==> config.mk <==
export PLATFORM = sky130hd
export DESIGN_NAME = apes_mul
export DESIGN_NICKNAME = d
export VERILOG_FILES = /design/src/design/apes_pkg.sv /design/src/design/apes_mul.sv
export SDC_FILE = /design/constraint.sdc
export NUM_CORES = 2
export LEC_CHECK = 0
export BUFFER_PORTS_ARGS = -buffer_cell sky130_fd_sc_hd__buf_2
export CAP_MARGIN = 20
export CORE_MARGIN = 8
export CORE_UTILIZATION = 35
export CTS_CLUSTER_DIAMETER = 80
export DETAILED_ROUTE_END_ITERATION = 16
export PLACE_DENSITY = 0.6
export SLEW_MARGIN = 20
export SYNTH_ARGS = -nofsm -noshare
export SYNTH_HDL_FRONTEND = slang
export SYNTH_SLANG_ARGS = --single-unit
==> constraint.sdc <==
create_clock -name clk -period 13.9 [get_ports clk]
set_clock_uncertainty 0.1 [all_clocks]
set_input_delay 0.695 -clock clk [delete_from_list [all_inputs] [get_ports clk]]
set_output_delay 0.695 -clock clk [all_outputs]
set_load 0.1 [all_outputs]
==> src/design/apes_pkg.sv <==
// shared types, constants and helper functions of the pitch-plane flight step
`timescale 1ns / 1ps

package apes_pkg;

  localparam int CORDIC_STEPS = 24;
  localparam int POSITION_BITS = 48;
  localparam int ITER_W = $clog2(CORDIC_STEPS);

  // configuration register indexes
  localparam logic [2:0] REG_STEP_TIME  = 3'd0;
  localparam logic [2:0] REG_MASS_RECIP = 3'd1;
  localparam logic [2:0] REG_DENSITY    = 3'd2;
  localparam logic [2:0] REG_WING_AREA  = 3'd3;
  localparam logic [2:0] REG_ELEVATOR   = 3'd4;
  localparam logic [2:0] REG_ROLL       = 3'd5;
  localparam logic [2:0] REG_YAW        = 3'd6;

  localparam logic signed [63:0] HALF_PI_Q30 = 64'sd1686629713;
  localparam logic signed [63:0] PI_Q30 = 64'sd3373259426;
  localparam logic signed [63:0] GAIN_Q30 = 64'sd652032874;

  localparam logic signed [63:0] BIG_LIM = 64'sh3FFF_FFFF_FFFF_FFFF;
  localparam logic signed [63:0] COEF_LIM = 64'sd1099511627775;
  localparam logic signed [63:0] W40_LIM = 64'sd549755813887;
  localparam logic signed [63:0] W32_LIM = 64'sd2147483647;

  typedef struct packed {
    logic              start;
    logic signed [63:0] a;
    logic signed [63:0] b;
    logic [5:0]         sh;
    logic [63:0]        lim;
  } mul_req_t;

  typedef struct packed {
    logic               done;
    logic signed [63:0] result;
    logic [63:0]        raw;
  } mul_rsp_t;

  typedef struct packed {
    logic               start;
    logic               sincos;
    logic signed [31:0] x;
    logic signed [31:0] y;
    logic signed [63:0] ang;
  } cordic_req_t;

  typedef struct packed {
    logic               done;
    logic signed [63:0] z;
    logic signed [63:0] s;
    logic signed [63:0] c;
  } cordic_rsp_t;

  function automatic logic signed [63:0] atan_q30(input logic [ITER_W-1:0] i);
    logic signed [63:0] v;
    case (int'(i))
      0: v = 64'sd843314857;
      1: v = 64'sd497837829;
      2: v = 64'sd263043837;
      3: v = 64'sd133525159;
      4: v = 64'sd67021687;
      5: v = 64'sd33543516;
      6: v = 64'sd16775851;
      7: v = 64'sd8388437;
      8: v = 64'sd4194283;
      9: v = 64'sd2097149;
      default: v = (int'(i) <= 30) ? (64'sd1 <<< (30 - int'(i))) : 64'sd0;
    endcase
    return v;
  endfunction

  function automatic logic signed [63:0] sat64(input logic signed [63:0] v,
                                               input logic signed [63:0] lim);
    logic signed [63:0] r;
    if (v > lim) r = lim;
    else if (v < -lim - 64'sd1) r = -lim - 64'sd1;
    else r = v;
    return r;
  endfunction

endpackage

==> src/design/apes_mul.sv <==
// shared rounding, saturating multiplier built from 32x32 partial products
`timescale 1ns / 1ps

module apes_mul (
  input  logic              clk,
  input  logic              rst,
  input  apes_pkg::mul_req_t req,
  output apes_pkg::mul_rsp_t rsp
);

  localparam logic [2:0] M_IDLE = 3'd0;
  localparam logic [2:0] M_PP   = 3'd1;
  localparam logic [2:0] M_RND  = 3'd2;
  localparam logic [2:0] M_SHF  = 3'd3;
  localparam logic [2:0] M_SAT  = 3'd4;

  logic [2:0]   state;
  logic [1:0]   cnt;
  logic         done;
  logic [63:0]  ua;
  logic [63:0]  ub;
  logic         neg;
  logic [5:0]   sh;
  logic [63:0]  lim;
  logic [127:0] prod;
  logic signed [63:0] result;
  logic [63:0]  raw;

  logic [31:0]  ah;
  logic [31:0]  bh;
  logic [63:0]  pp;
  logic [127:0] placed;
  logic [127:0] half;
  logic [63:0]  mag_c;
  logic [63:0]  cap;
  logic [63:0]  mag_s;

  always_comb begin
    ah = cnt[1] ? ua[63:32] : ua[31:0];
    bh = cnt[0] ? ub[63:32] : ub[31:0];
    pp = {32'b0, ah} * {32'b0, bh};
    case ({1'b0, cnt[1]} + {1'b0, cnt[0]})
      2'd0: placed = {64'b0, pp};
      2'd1: placed = {32'b0, pp, 32'b0};
      2'd2: placed = {pp, 64'b0};
      default: placed = '0;
    endcase
    half = (sh == 6'd0) ? 128'd0 : (128'd1 << (sh - 6'd1));
    mag_c = (|prod[127:64]) ? '1 : prod[63:0];
    cap = neg ? lim + 64'd1 : lim;
    mag_s = (mag_c > cap) ? cap : mag_c;
  end

  always_ff @(posedge clk) begin
    if (rst) begin
      state <= M_IDLE;
      cnt <= 2'd0;
      done <= 1'b0;
    end else begin
      done <= 1'b0;
      unique case (state)
        M_IDLE: begin
          if (req.start) begin
            state <= M_PP;
            cnt <= 2'd0;
          end
        end
        M_PP: begin
          cnt <= cnt + 2'd1;
          if (cnt == 2'd3) state <= M_RND;
        end
        M_RND: state <= M_SHF;
        M_SHF: state <= M_SAT;
        M_SAT: begin
          state <= M_IDLE;
          done <= 1'b1;
        end
        default: state <= M_IDLE;
      endcase
    end
  end

  always_ff @(posedge clk) begin
    if (state == M_IDLE && req.start) begin
      ua <= req.a[63] ? 64'd0 - req.a : req.a;
      ub <= req.b[63] ? 64'd0 - req.b : req.b;
      neg <= req.a[63] ^ req.b[63];
      sh <= req.sh;
      lim <= req.lim;
      prod <= '0;
    end else if (state == M_PP) begin
      prod <= prod + placed;
    end else if (state == M_RND) begin
      prod <= prod + half;
    end else if (state == M_SHF) begin
      prod <= prod >> sh;
    end else if (state == M_SAT) begin
      raw <= prod[63:0];
      result <= neg ? $signed(64'd0 - mag_s) : $signed(mag_s);
    end
  end

  assign rsp.done = done;
  assign rsp.result = result;
  assign rsp.raw = raw;

endmodule

======== After elaboration in Yosys (flattened, before gate mapping) ========
Index checks and enable logic that the tools add are counted.
word-level totals
  flip-flop bits (word level) ............. 461
  bits of input ports ..................... 201
  output and inout bits ................... 129
  word-level logic and storage cells ...... 69
cells by class
  add/subtract/negate cells ............... 9
  multipliers ............................. 1
  order comparisons ....................... 1
  equality and inequality tests ........... 9
  shift-type cells ........................ 2
  multiplexer cells ....................... 19
  bitwise gates (word level) .............. 5
  reduce and logical (&&, ||, !) cells .... 10
operator list
  operator                 count
  $mux W128                4
  $pmux W128 S3            1
  $add A128 B128 Y128      2
  $mux W64                 4
  $sub A1 B64 Y64 const A  3
  $shl A1 B6 Y128 const A  1
  $shr A128 B6 Y128        1
  $mux W63                 2
  $add A64 B1 Y64 const B  1
  $gt A64 B64 Y1           1
  $mul A32 B32 Y64         1
  $mux W32                 2
  $reduce_or A64 Y1        1
  $pmux W3 S4              1
  $eq A3 B2 Y1 const B     2
  $logic_not A6 Y1         1
  $mux W3                  2
  $sub A6 B1 Y6 const B    1
  $reduce_and A5 Y1        1
  $eq A2 B2 Y1 const B     2
  $ne A2 B2 Y1 const B     2
  $not A1 Y1               4
  $pmux W2 S2              1
  $reduce_and A2 Y1        2
  13 further kinds         13

======== Logic depth before layout (Yosys ltp) ========
  depth after elaboration ................. 6
  mapped depth ............................ 48
  gate-level depth less buffers ........... 42

======== Least setup slack after synthesis ========
OpenSTA, ideal clock, no wires.
  path type ............................... register to register
  start point ............................. register cnt[1]
  end point ............................... register prod[74]
  library setup time ...................... 0.117 ns
  data arrival time ....................... 11.740 ns
  required time ........................... 13.683 ns
  setup slack ............................. 1.943 ns
  cell stages (with the launch flop) ...... 45
  path buffers ............................ 6
  clock period less this slack ............ 11.957 ns
  path through ............................ dfxtp_1 -> clkbuf_1 -> clkbuf_1 -> buf_1 -> mux2i_1 -> clkbuf_1 -> nor2_1 -> fa_1 -> fa_1 -> fa_1 -> inv_1 -> fa_1 -> inv_1 -> fa_1 -> fa_1 -> fa_1 -> fa_1 -> ha_1 -> [... 9 more ...] -> o31ai_1 -> a221oi_1 -> xnor2_1 -> a22o_1 -> ha_1 -> clkbuf_1 -> nand2_1 -> o21ai_0 -> a21oi_1 -> o41ai_1 -> or4b_2 -> or2_2 -> a31oi_1 -> o31ai_1 -> xor2_1 -> o21ai_0 -> a21oi_1 -> o22a_1
on the way
  cells in the longest elaborated chain, start to end .. 5
  elaborated cells between the ends (all ways) .. 9
  classes of those cells .................. add/sub (2); mul (1); eq/ne (2); mux (3); reduce/logical (1)
ends and longest elaborated chain
  element                                    line                            RTL
  start: declaration                         apes_mul.sv:18                  logic [1:0] cnt;
  start signal: assignment                   apes_mul.sv:69                  cnt <= cnt + 2'd1;
  $mux W32 or $add A1 B1 Y2 (tied branches)  apes_mul.sv:39, apes_mul.sv:42
  $mul A32 B32 Y64 (tied with other cells)   apes_mul.sv:41                  pp = {32'b0, ah} * {32'b0, bh};
  $pmux W128 S3 *                            apes_mul.sv:42                  case ({1'b0, cnt[1]} + {1'b0, cnt[0]})
  $add A128 B128 Y128 *                      apes_mul.sv:92                  prod <= prod + placed;
  $mux W128 *                                apes_mul.sv:91                  end else if (state == M_PP) begin
  end signal: assignment                     apes_mul.sv:92
  end signal: assignment                     apes_mul.sv:94                  prod <= prod + half;
  end signal: assignment                     apes_mul.sv:96                  prod <= prod >> sh;
  end: declaration                           apes_mul.sv:25                  logic [127:0] prod;
Every way passes the cells marked *; elsewhere a longest branch is shown, timed or not.
A chain may end at the register's enable or synchronous reset.

======== Final worst setup path ========
  start point ............................. register cnt[0]
  end point ............................... register prod[126]
on the way
  cells in the longest elaborated chain, start to end .. 5
  elaborated cells between the ends (all ways) .. 9
  classes of those cells .................. add/sub (2); mul (1); eq/ne (2); mux (3); reduce/logical (1)
ends and longest elaborated chain
  element                                    line
  $mux W32 or $add A1 B1 Y2 (tied branches)  apes_mul.sv:40, apes_mul.sv:42
  $mul A32 B32 Y64 (tied with other cells)   apes_mul.sv:41
  $pmux W128 S3 *                            apes_mul.sv:42
  $add A128 B128 Y128 *                      apes_mul.sv:92
  $mux W128 *                                apes_mul.sv:91
Marked as above.

==> run_results.csv <==
group,metric,value,unit
critical_path,reg2regPathDepth,39,
logic_synthesis,ys_ff_latch,461,
die,core,232100,um2
grt,first_global_vias,78745,
place,dpl.hpwl,304.5,mm
sta,rsz0062_at_grt,"true",
drt,vias,78385,
critical_path,critPathMaxFanout,25,
drt,dr.pass1.iters,7,
sta,maxSlewHeadroom,15.24,%
grt,grt-ovfl-total,0,
critical_path,rr_startpoint,"cnt[0]$_SDFFE_PP0P_",
place,dp_slack,693.4,ps
critical_path,crit_required,14410,ps
grt,grt.total_usage,29.17,%
clocking,cts.sinks,461,
cells_and_area,fin_util,38.55,%
logic_synthesis,avgSynthCellArea,8.183,um2
critical_path,cp-startpoint,"cnt[0]$_SDFFE_PP0P_",
hold_path,min_from,"req[67]",
die,die_area,248400,um2
drt,vias_per_cell,5.965,
grt,antenna_found_initial,15,
cells_and_area,fillers,23896,
logic_synthesis,yosysTopAreaCell,"fa_1",
clocking,clk_pin_slew,60,ps
cells_and_area,multi_input_area,63260,um2
critical_path,reg2reg_to,"prod[126]$_SDFFE_PP0P_",
sta,max_freq,75.21,MHz
logic_synthesis,yosysWarnings,0,
cells_and_area,fin_nets,11665,
sta,hold_viol,0,
die,die_w,498.4,um
drt,wire_per_inst,28.86,um
die,start_util,35.09,%
logic_synthesis,syn_area,81440,um2
grt,grt_pass1_wl,544.3,mm
place,numPlacedInstances,12991,
sta,post-route-period-util,95.66,%
cells_and_area,seqCellArea,12510,um2
critical_path,cp-end-kind,"register",
sta,slew_violations,0,
logic_synthesis,synth_nets,11579,
logic_synthesis,yosys-top-cells-area,"fa_1 (22%), edfxtp_1 (12%), ha_1 (8.1%)",
drt,routed_wl,379.3,mm
sta,setup_viol,0,
place,gp_congestion,1.030,
clocking,htree_levels,2,
logic_synthesis,synthFlopType,"edfxtp_1",
critical_path,ff2ff_setup_slack,600,ps
sta,setup_slack,603.2,ps
grt,grt_max_degree,206,
status,status,"finished, final reports clean",
drt,drt_iter0_drc,9086,
logic_synthesis,synthArstFlopShare,0,%
logic_synthesis,ys_types,92,
logic_synthesis,synth_edf_count,327,
logic_synthesis,postSynthCellCount,9953,
logic_synthesis,synth_top_cell_area_share,22.07,%
critical_path,start_kind,"register",
critical_path,crit_arrival,13810,ps
hold_path,min-delay-path-class,"in -> reg",
die,row_count,177,
cells_and_area,drive_gt1_share,10.17,%
critical_path,slowest_delay,1030,ps
clocking,cts-buffers-inserted,55,
logic_synthesis,seq_area_frac_synth,15.35,%
die,die_h,498.4,um
drt,drc,0,
sta,tns,0,ps
sta,fin_crit,13300,ps
clocking,ctsRootBufferMaster,"clkbuf_16",
sta,tightest_slew,1264,ps
die,ios,330,
critical_path,critPathKind,"reg -> reg",
clocking,cts_buffer_depth,3,
clocking,cts_tree,"yes",
critical_path,crit_path_frequent_cell,"fa_1",
critical_path,worst_path_max_delay_cell,"mux2i_2",
cells_and_area,syn_to_final_growth,9.868,%
place,numPortBuffers,329,
run,cap_violations,0,
clocking,clock_latency,750,ps
critical_path,crit_path_end,"prod[126]$_SDFFE_PP0P_",
drt,ant_nets,0,
cells_and_area,layout.cells.non_filler,13141,
==> cells in the mapped netlist (177+ instances only) <==
master and count:
xnor2_1 349, nand2_1 1207, nor2_1 1227, inv_1 955, a21oi_1 620, edfxtp_1 327
fa_1 898, ha_1 527, o21ai_0 451, nor3_1 177, mux2i_1 313, clkbuf_1 553
==> per-stage QoR <==
stage | cell area, um2 | hold WS [ps]
finish | 89480 | 55.13
detailed placement | 87120 | 552.8
global route | 89460 | 11.79
floorplan | 81440 | 363.2
global placement | 87120 | 557.8
CTS | 89430 | 5.278
==> state kept, by name, summed over array words and instances (netlist names) <==
name	count
cnt	2
done	1
lim	64
neg	1
prod	128
raw	64
result	64
sh	6
state	3
ua	64
ub	64
==> worst max-delay path, delay by kind of cell (launching register included) <==
family / cells / cell delay, ps
compound gates: 15 / 4310
flops: 1 / 690
fa+ha+maj: 10 / 4530
mux: 1 / 1030
buf+inv: 5 / 700
xor+xnor: 2 / 780
simple gates: 6 / 1070
==> cells in the final DEF, fill, tap and decap left out, types with 132 or more instances in the layout <==
cell type / instances
a21o_1: 166
mux2i_1: 266
buf_2: 329
dfxtp_1: 132
fa_1: 898
buf_4: 304
inv_1: 953
xnor2_1: 348
nand3_1: 165
ha_1: 527
o21ai_0: 451
nor2_1: 1222
xor2_1: 172
a21oi_1: 620
nor3_1: 175
edfxtp_1: 327
nand4_1: 151
nand2_1: 1206
==> cells by family (layout without fill, tap and decap cells) <==
logic type      Yosys count  count (layout)  share of synthesized area, %
simple gates           3532            3532                         19.42
compound gates         1940            1940                         14.89
buf+inv                1599            1732                         7.387
fa+ha+maj              1425            1425                         30.17
xor+xnor                522             522                         5.632
mux                     474             474                         7.152
flops                   461             461                         15.35
other cells               0              12                             0
==> repair_timing <==
item | in CTS | in global routing
gates resized for setup | 0 | 1
setup buffers | 0 | 0
endpoints found under the setup margin | 0 | 2
hold endpoints to repair | 34 | 0
hold buffers | 34 | 0
==> routing by layer <==
metal / global-route usage, % / vias up / part of all wire, %
met4: 16.38 / 4 / 7.1
li1: - / 34083 / -
met1: 37.76 / 38580 / 40
met2: 45.37 / 4710 / 43
met3: 6.189 / 1008 / 9.9
met5: 0 / - / 0.0055
==> how the worst min path moves through the flow <==
stage / to / slack, ps / depth (start not counted)
global route: lim[34]$_DFFE_PP_ / 10 / 1
floorplan: raw[20]$_DFFE_PP_ / 360 / 0
global placement: raw[2]$_DFFE_PP_ / 560 / 1
detailed placement: raw[0]$_DFFE_PP_ / 550 / 1
finish: sh[3]$_DFFE_PP_ / 60 / 1
CTS: lim[29]$_DFFE_PP_ / 5 / 1
==> final cells by class <==
class,instances,area share [%]
repair buffers,668,4.794
flip-flops and latches,461,13.98
inverters,960,4.043
well taps,3043,4.255
clock buffers,63,1.594
clock inverters,41,0.5999
multi-input cells,7893,70.70
diodes,12,0.03356
Power is not shown: default switching activity piles up to over one toggle a cycle in this logic, so the estimate is an artifact.
