<file path="src/design/apes_pkg.sv">
// shared types, constants and helper functions of the pitch-plane flight step
`timescale 1ns / 1ps

package apes_pkg;

  localparam int CORDIC_STEPS = 24;
  localparam int POSITION_BITS = 48;
  localparam int ITER_W = $clog2(CORDIC_STEPS);

  // configuration register indexes
  localparam logic [2:0] REG_STEP_TIME  = 3'd0;
  localparam logic [2:0] REG_MASS_RECIP = 3'd1;
  localparam logic [2:0] REG_DENSITY    = 3'd2;
  localparam logic [2:0] REG_WING_AREA  = 3'd3;
  localparam logic [2:0] REG_ELEVATOR   = 3'd4;
  localparam logic [2:0] REG_ROLL       = 3'd5;
  localparam logic [2:0] REG_YAW        = 3'd6;

  localparam logic signed [63:0] HALF_PI_Q30 = 64'sd1686629713;
  localparam logic signed [63:0] PI_Q30 = 64'sd3373259426;
  localparam logic signed [63:0] GAIN_Q30 = 64'sd652032874;

  localparam logic signed [63:0] BIG_LIM = 64'sh3FFF_FFFF_FFFF_FFFF;
  localparam logic signed [63:0] COEF_LIM = 64'sd1099511627775;
  localparam logic signed [63:0] W40_LIM = 64'sd549755813887;
  localparam logic signed [63:0] W32_LIM = 64'sd2147483647;

  typedef struct packed {
    logic              start;
    logic signed [63:0] a;
    logic signed [63:0] b;
    logic [5:0]         sh;
    logic [63:0]        lim;
  } mul_req_t;

  typedef struct packed {
    logic               done;
    logic signed [63:0] result;
    logic [63:0]        raw;
  } mul_rsp_t;

  typedef struct packed {
    logic               start;
    logic               sincos;
    logic signed [31:0] x;
    logic signed [31:0] y;
    logic signed [63:0] ang;
  } cordic_req_t;

  typedef struct packed {
    logic               done;
    logic signed [63:0] z;
    logic signed [63:0] s;
    logic signed [63:0] c;
  } cordic_rsp_t;

  function automatic logic signed [63:0] atan_q30(input logic [ITER_W-1:0] i);
    logic signed [63:0] v;
    case (int'(i))
      0: v = 64'sd843314857;
      1: v = 64'sd497837829;
      2: v = 64'sd263043837;
      3: v = 64'sd133525159;
      4: v = 64'sd67021687;
      5: v = 64'sd33543516;
      6: v = 64'sd16775851;
      7: v = 64'sd8388437;
      8: v = 64'sd4194283;
      9: v = 64'sd2097149;
      default: v = (int'(i) <= 30) ? (64'sd1 <<< (30 - int'(i))) : 64'sd0;
    endcase
    return v;
  endfunction

  function automatic logic signed [63:0] sat64(input logic signed [63:0] v,
                                               input logic signed [63:0] lim);
    logic signed [63:0] r;
    if (v > lim) r = lim;
    else if (v < -lim - 64'sd1) r = -lim - 64'sd1;
    else r = v;
    return r;
  endfunction

endpackage

</file>
<file path="src/design/apes_cordic.sv">
// iterative cordic for atan2 (vectoring) and sin/cos (rotation)
`timescale 1ns / 1ps

module apes_cordic (
  input  logic                 clk,
  input  logic                 rst,
  input  apes_pkg::cordic_req_t req,
  output apes_pkg::cordic_rsp_t rsp
);

  localparam logic [apes_pkg::ITER_W-1:0] LAST_ITER =
    apes_pkg::ITER_W'(apes_pkg::CORDIC_STEPS - 1);

  logic                       busy;
  logic                       done;
  logic [apes_pkg::ITER_W-1:0] iter;
  logic                       sincos;
  logic                       flip;
  logic signed [63:0]         x;
  logic signed [63:0]         y;
  logic signed [63:0]         z;

  logic signed [63:0] dx;
  logic signed [63:0] dy;
  logic signed [63:0] at;
  logic signed [63:0] x_next;
  logic signed [63:0] y_next;
  logic signed [63:0] z_next;
  logic signed [63:0] xs;
  logic signed [63:0] ys;
  logic               zero_in;

  always_comb begin
    dx = y >>> iter;
    dy = x >>> iter;
    at = apes_pkg::atan_q30(iter);
    if (sincos) begin
      if (z >= 0) begin
        x_next = x - dx;
        y_next = y + dy;
        z_next = z - at;
      end else begin
        x_next = x + dx;
        y_next = y - dy;
        z_next = z + at;
      end
    end else begin
      if (y >= 0) begin
        x_next = x + dx;
        y_next = y - dy;
        z_next = z + at;
      end else begin
        x_next = x - dx;
        y_next = y + dy;
        z_next = z - at;
      end
    end
    xs = 64'(req.x) <<< 20;
    ys = 64'(req.y) <<< 20;
    zero_in = (req.x == 32'sd0) && (req.y == 32'sd0);
  end

  always_ff @(posedge clk) begin
    if (rst) begin
      busy <= 1'b0;
      done <= 1'b0;
      iter <= '0;
    end else begin
      done <= 1'b0;
      if (req.start) begin
        iter <= '0;
        if (!req.sincos && zero_in) begin
          done <= 1'b1;
        end else begin
          busy <= 1'b1;
        end
      end else if (busy) begin
        iter <= iter + apes_pkg::ITER_W'(1);
        if (iter == LAST_ITER) begin
          busy <= 1'b0;
          done <= 1'b1;
        end
      end
    end
  end

  always_ff @(posedge clk) begin
    if (req.start) begin
      sincos <= req.sincos;
      if (req.sincos) begin
        x <= apes_pkg::GAIN_Q30;
        y <= 64'sd0;
        if (req.ang > apes_pkg::HALF_PI_Q30) begin
          z <= req.ang - apes_pkg::PI_Q30;
          flip <= 1'b1;
        end else if (req.ang < -apes_pkg::HALF_PI_Q30) begin
          z <= req.ang + apes_pkg::PI_Q30;
          flip <= 1'b1;
        end else begin
          z <= req.ang;
          flip <= 1'b0;
        end
      end else begin
        flip <= 1'b0;
        if (zero_in) begin
          x <= 64'sd0;
          y <= 64'sd0;
          z <= 64'sd0;
        end else if (xs < 0) begin
          if (ys >= 0) begin
            x <= ys;
            y <= -xs;
            z <= apes_pkg::HALF_PI_Q30;
          end else begin
            x <= -ys;
            y <= xs;
            z <= -apes_pkg::HALF_PI_Q30;
          end
        end else begin
          x <= xs;
          y <= ys;
          z <= 64'sd0;
        end
      end
    end else if (busy) begin
      x <= x_next;
      y <= y_next;
      z <= z_next;
    end
  end

  assign rsp.done = done;
  assign rsp.z = z;
  assign rsp.s = flip ? -y : y;
  assign rsp.c = flip ? -x : x;

endmodule

</file>
<file path="config.mk">
export PLATFORM = sky130hd
export DESIGN_NAME = apes_cordic
export DESIGN_NICKNAME = d
export VERILOG_FILES = /design/src/design/apes_pkg.sv /design/src/design/apes_cordic.sv
export SDC_FILE = /design/constraint.sdc
export NUM_CORES = 2
export LEC_CHECK = 0
export BUFFER_PORTS_ARGS = -buffer_cell sky130_fd_sc_hd__buf_2
export CAP_MARGIN = 5
export CORE_MARGIN = 2
export CORE_UTILIZATION = 40
export CTS_BUF_LIST = sky130_fd_sc_hd__clkbuf_2 sky130_fd_sc_hd__clkbuf_4 sky130_fd_sc_hd__clkbuf_8
export CTS_CLUSTER_DIAMETER = 150
export DETAILED_ROUTE_END_ITERATION = 7
export PLACE_DENSITY = 0.68
export SLEW_MARGIN = 20
export SYNTH_ARGS = -nofsm -noshare
export SYNTH_HDL_FRONTEND = slang
export SYNTH_SLANG_ARGS = --single-unit
</file>
<file path="constraint.sdc">
create_clock -name clk -period 7.7 [get_ports clk]
set_input_delay 0.385 -clock clk [delete_from_list [all_inputs] [get_ports clk]]
set_output_delay 0.385 -clock clk [all_outputs]
set_load 0.02 [all_outputs]
</file>
# Word level (Yosys, flattened, before mapping)
# Cells that the tools add are included.
# classes
muxes	43
shifts	3
eq_ne	11
n_reduce_logical	8
magnitude_cmp	7
addsub	14
# ops
op	n
$mux W64	32
$pmux W64 S10	1
$add A64 B64 Y64	3
$sub A64 B64 Y64	3
$ge A64 B1 Y1 const B	2
$neg A52 Y64	2
$neg A64 Y64	2
$sshr A64 B5 Y64	2
$add A64 B33 Y64 const B	1
$gt A64 B32 Y1 const B	1
$logic_not A32 Y1	2
$lt A64 B32 Y1 const B	1
$sshl A2 B32 Y64 const A	1
$sub A64 B33 Y64 const B	1
$ge A52 B1 Y1 const B	1
$lt A52 B1 Y1 const B	1
$eq A5 B3 Y1 const B	4
$eq A5 B2 Y1 const B	2
$eq A5 B4 Y1 const B	2
$mux W1	10
$sub A5 B5 Y6 const A	1
$add A5 B1 Y5 const B	1
$eq A5 B1 Y1 const B	1
$eq A5 B5 Y1 const B	1
other kinds (7)	8
# totals
elab_cells	94
out_inout_bits	193
regBits	201
in_bits	132

# Depth between registers and ports, before layout
# logic_depth
ltp_word	9
ltp_mapped	28
mapped_depth_nobuf	24

# Least setup slack after synthesis
# Ideal clock, no wire load.
# synth_timing
kind	register -> register
startpoint	register iter[0] (netlist name)
endpoint	register y[61] (data pin)
stages_incl_launch_ff	24
n_path_buf	6
slack_ns	1.204
setup_time_ns	0.272
required_ns	7.428
arrival_ns	6.224
synth_period_minus_slack_ns	6.496
path_cell_list	dfxtp_1 clkbuf_1 buf_1 clkbuf_1 clkbuf_1 clkbuf_1 o21ai_0 mux2i_1 mux2i_1 mux2_2 ha_1 clkbuf_1 nor3_1 o211ai_1 o311a_1 nand2_1 a31oi_1 o311ai_0 o311a_1 o31a_1 a31oi_1 o21ba_2 o311a_1 or4_1
# synth_via
elab_chain_len	6
word_cells_on_any_way	8
cone_classes	2 x add/sub; 1 x shift; 5 x mux
# synth_rtl
item	line	source
start, declared	apes_cordic.sv:16	logic [apes_pkg::ITER_W-1:0] iter;
start signal, assigned	apes_cordic.sv:78	iter <= iter + apes_pkg::ITER_W'(1);
$sshr A64 B5 Y64 (*)	apes_cordic.sv:35	dy = x >>> iter;
$add A64 B64 Y64 / $sub A64 B64 Y64 (equally long branches)	--	
$mux W64, on equally long branches	apes_cordic.sv:48, apes_cordic.sv:38	
$mux W64 (*)	apes_cordic.sv:37	if (sincos) begin
$mux W64 (*)	apes_cordic.sv:125	end else if (busy) begin
$mux W64 (*)	apes_cordic.sv:88	if (req.start) begin
end signal, assigned	apes_cordic.sv:112	y <= -xs;
end signal, assigned	apes_cordic.sv:121	y <= ys;
end signal, assigned	apes_cordic.sv:127	y <= y_next;
end, declared	apes_cordic.sv:20	logic signed [63:0] y;
# Mark *: on every way between the ends. The rest lies on a longest branch, timed or not. The select of a mux whose other input is x is not followed.
# A chain may end at the register's enable or synchronous reset.

# Worst setup path after layout
# layout_timing
startpoint	register iter[0] (netlist name)
endpoint	register x[60] (data pin)
# layout_via
elab_chain_len	6
word_cells_on_any_way	8
cone_classes	2 x add/sub; 1 x shift; 5 x mux
# layout_rtl
item	line	source
$sshr A64 B5 Y64 (*)	apes_cordic.sv:34	dx = y >>> iter;
$sub A64 B64 Y64 / $add A64 B64 Y64 (equally long branches)	--	
$mux W64, on equally long branches	apes_cordic.sv:48, apes_cordic.sv:38	
$mux W64 (*)	apes_cordic.sv:37	
$mux W64 (*)	apes_cordic.sv:125	
$mux W64 (*)	apes_cordic.sv:88	
end signal, assigned	apes_cordic.sv:91	x <= apes_pkg::GAIN_Q30;
end signal, assigned	apes_cordic.sv:120	x <= xs;
end signal, assigned	apes_cordic.sv:126	x <= x_next;
end, declared	apes_cordic.sv:19	logic signed [63:0] x;
# Marks and branches as above.

==> flow_metrics.py <==
metrics = {
    "floorplanning": {
        "fp-row-count": 124,
        "dieArea_um2": 117000,
        "die_h_um": 342,
        "pin_count": 325,
        "core-area_um2": 114000,
        "start_util_pct": 40.1,
        "die_w_um": 342,
    },
    "worst_setup_path": {
        "endpoint_kind": "flip-flop",
        "cp_common_cell": "o31ai_1",
        "path_delay_family": "compound AO/OA/AOI/OAI gates",
        "critical-path-slowest-cell": "a2111oi_0",
        "worstPathCellList": "buf_12 -> mux4_2 -> mux2i_1 -> nand2_1 -> a31oi_1 -> ha_1 -> a2111oi_0 -> o31ai_1 -> o21a_1 -> a221o_1 -> nor4b_1 -> o21a_1 -> o31ai_1 -> a2111oi_0 -> o31ai_1 -> nand2_1 -> a211oi_1 -> mux2_2",
        "path_max_fanout": 127,
        "timing.setup.critical_path_class": "reg -> reg",
        "startpoint_type": "flip-flop",
        "cp.arrival_ps": 7630,
        "cp_num_buf_inv": 1,
        "slowest_delay_ps": 830,
        "crit_required_ps": 8210,
    },
    "timing": {
        "finalHoldWorstSlack_ps": 78.1,
        "fin_skew_ps": 39.7,
        "rsz0062_at_grt": "false",
        "fin_tns_setup_ps": 0,
        "finalSetupViolations": 0,
        "min_period_ps": 7120,
        "final.period_utilization_pct": 92.4,
        "fin_ws_ps": 582,
        "slew_headroom_pct": 13.7,
        "hold_viol_final": 0,
        "maxSlewViolCount": 0,
        "fmax_mhz": 140,
        "tightest_slew_ps": 1280,
    },
    "pwr": {
        "seq_power_share_pct": 13.9,
        "ir_drop_v": 0.000192,
        "pwr-share-comb_pct": 79.8,
        "p_leak_nw": 20.4,
        "switchingPower_mw": 14.7,
        "power-per-cell-area_nw_per_um2": 494,
        "switching_share_pct": 60.1,
        "clock_power_share_pct": 6.3,
        "p_int_mw": 9.77,
    },
    "route": {
        "vias": 51400,
        "drc": 0,
        "dr.pass1.iters": 6,
        "via_per_inst": 6.37,
        "routed_wl_um": 200000,
        "wire_per_inst_um": 24.8,
        "ant_nets": 0,
        "drt_iter0_drc": 6259,
    },
    "yosys": {
        "yosys_warnings": 0,
        "synth_area_per_cell_um2": 7.08,
        "ys_top_cells_by_area": "edfxtp_1, ha_1, a21oi_1",
        "yosysUniqueCellTypes": 92,
        "async_reset_ff_share_pct": 0,
        "ys_seq_area_share_pct": 13.1,
        "yosysTopAreaCell": "edfxtp_1",
        "syn_area_um2": 45700,
        "synth_seq_cells": 201,
        "synthFlopType": "edfxtp_1",
        "postSynthCellCount": 6458,
        "synth_edf_count": 194,
        "synth_top_area_share_pct": 12.7,
    },
    "place": {
        "placed_cell_area_um2": 48400,
        "dpl_worst_slack_ps": 952,
        "port_buffers": 324,
        "dp_hpwl_um": 157000,
        "place_congestion": 1.06,
    },
    "clock_network": {
        "post_cts_resized": 0,
        "clkTransAtPathRegs_ps": 80,
        "cts_sinks": 201,
        "root_buffer": "clkbuf_8",
        "cts_buffer_depth": 3,
        "h-tree-depth": 2,
        "clk_latency_ps": 750,
        "cts_made_buffers": 47,
        "cts_tree": "done",
    },
    "grt": {
        "grt_antenna_before_repair": 17,
        "grt_first_pass_wirelength_um": 296000,
        "grt_max_degree": 149,
        "grt_pass1_vias": 47300,
        "grt_overflow_total": 0,
        "grt_usage_pct": 32.6,
    },
    "min_path": {
        "hold_path_class": "in -> reg",
    },
    "cells_and_area": {
        "nNetsFinal": 7051,
        "drive_gt1_share_pct": 11.4,
        "final_cell_mix": "nand2_1, a21oi_1, nor2_1, o21ai_0, ha_1",
        "syn2layout_area_growth_pct": 8.29,
        "fin_util_pct": 43.5,
        "final_common_cell": "nand2_1",
        "finalInstanceArea_um2": 49500,
        "fill_cells": 11800,
    },
    "outcome": {
        "status": "finished, final reports clean",
    },
    "run": {
        "maxCapViolCount": 0,
    },
}
==> stage by stage <==
stage	total power [mW]	std cells
after CTS	23.8	8063
final	24.5	8075
after global placement	22.1	7976
after floorplan	16.1	6518
after detailed placement	22.1	7976
after global routing	26.0	8064
==> Yosys cell counts (20+ instances only) <==
| cell type | number |
|---|---|
| a21oi_1 | 707 |
| and2_1 | 25 |
| edfxtp_1 | 194 |
| mux2i_1 | 127 |
| o31a_1 | 20 |
| o31ai_1 | 101 |
| o21ai_0 | 499 |
| a211oi_1 | 61 |
| xor2_1 | 78 |
| nor2b_1 | 72 |
| nand3_1 | 115 |
| or3_1 | 67 |
| nand2_1 | 716 |
| ha_1 | 399 |
| nor4_1 | 81 |
| nand2b_1 | 65 |
| o21bai_1 | 100 |
| nand4_1 | 68 |
| mux2_2 | 107 |
| or4_1 | 39 |
| o21a_1 | 83 |
| buf_1 | 74 |
| nor3_1 | 161 |
| and3_1 | 41 |
| a21o_1 | 105 |
| inv_1 | 391 |
| o211ai_1 | 57 |
| a31oi_1 | 73 |
| nor2_1 | 565 |
| or2_2 | 39 |
| o22ai_1 | 79 |
| o41ai_1 | 36 |
| xnor2_1 | 344 |
| clkbuf_1 | 359 |
| mux4_2 | 87 |
==> final timing paths <==
check | start | end | slack [ps] | depth (start not counted)
min | req[94] | y[50] | 80 | 3
min reg2reg | iter[1] | iter[1] | 580 | 2
max | iter[0] | x[60] | 580 | 18
max reg2reg | iter[0] | x[60] | 580 | 18
==> area by class of cell <==
cell class              instances  area, µm²  area share, %
repair buffers                385       2160           4.37
flip-flops and latches        201       5980           12.1
inverters                     393       1480           2.99
well taps                    1512       1890           3.82
multi-input cells            5486      36900           74.5
clock buffers                  53        692           1.40
clock inverters                33        380          0.768
diodes                         12       30.0         0.0607
==> per-layer routing <==
layer  vias up  wire, µm  GRT usage, %
met5         -        84             0
met3       575     21400          6.86
met4        14     13900          19.4
li1      23600         -             -
met2      3045     87600          51.4
met1     24200     77500          41.0
==> flip-flops by register name (all words and copies together), names as in the netlist <==
register,count
busy,1
done,1
flip,1
iter,5
sincos,1
x,64
y,64
z,64
==> cells by family after synthesis <==
| family | share of synthesized area (%) |
|---|---|
| AND/OR/NAND/NOR | 21.8 |
| multiplexers | 9.70 |
| XOR/XNOR | 8.09 |
| AO/OA/AOI/OAI | 29.3 |
| flip-flops | 13.1 |
| other | 0.0164 |
| adder cells (fa/ha/maj) | 11.2 |
| buffers and inverters | 6.86 |
==> worst register-to-register path, delay by kind of cell (launching register included) <==
family	cells	cell delay, ps
AOI/OAI and AO/OA	10	3320
DFF	1	420
buffers and inverters	1	530
and+or+nand+nor	3	870
adders and majority gates	1	440
muxes	3	1310
==> power by group through the flow <==
stage | registers, mW | logic, mW | clock network, mW
after global routing | 3.39 | 21.0 | 1.60
after floorplan | 2.66 | 13.4 | 0
after detailed placement | 3.33 | 18.7 | 0
final | 3.40 | 19.5 | 1.55
after global placement | 3.31 | 18.8 | 0
after CTS | 3.31 | 18.9 | 1.57
==> what timing repair did <==
item | 4_1_cts | 5_1_grt
setup buffers | 0 | 0
hold buffers | 1 | 0
endpoints found under the hold margin | 7 | 0
No activity file was read; power rests on OpenSTA's default activity.
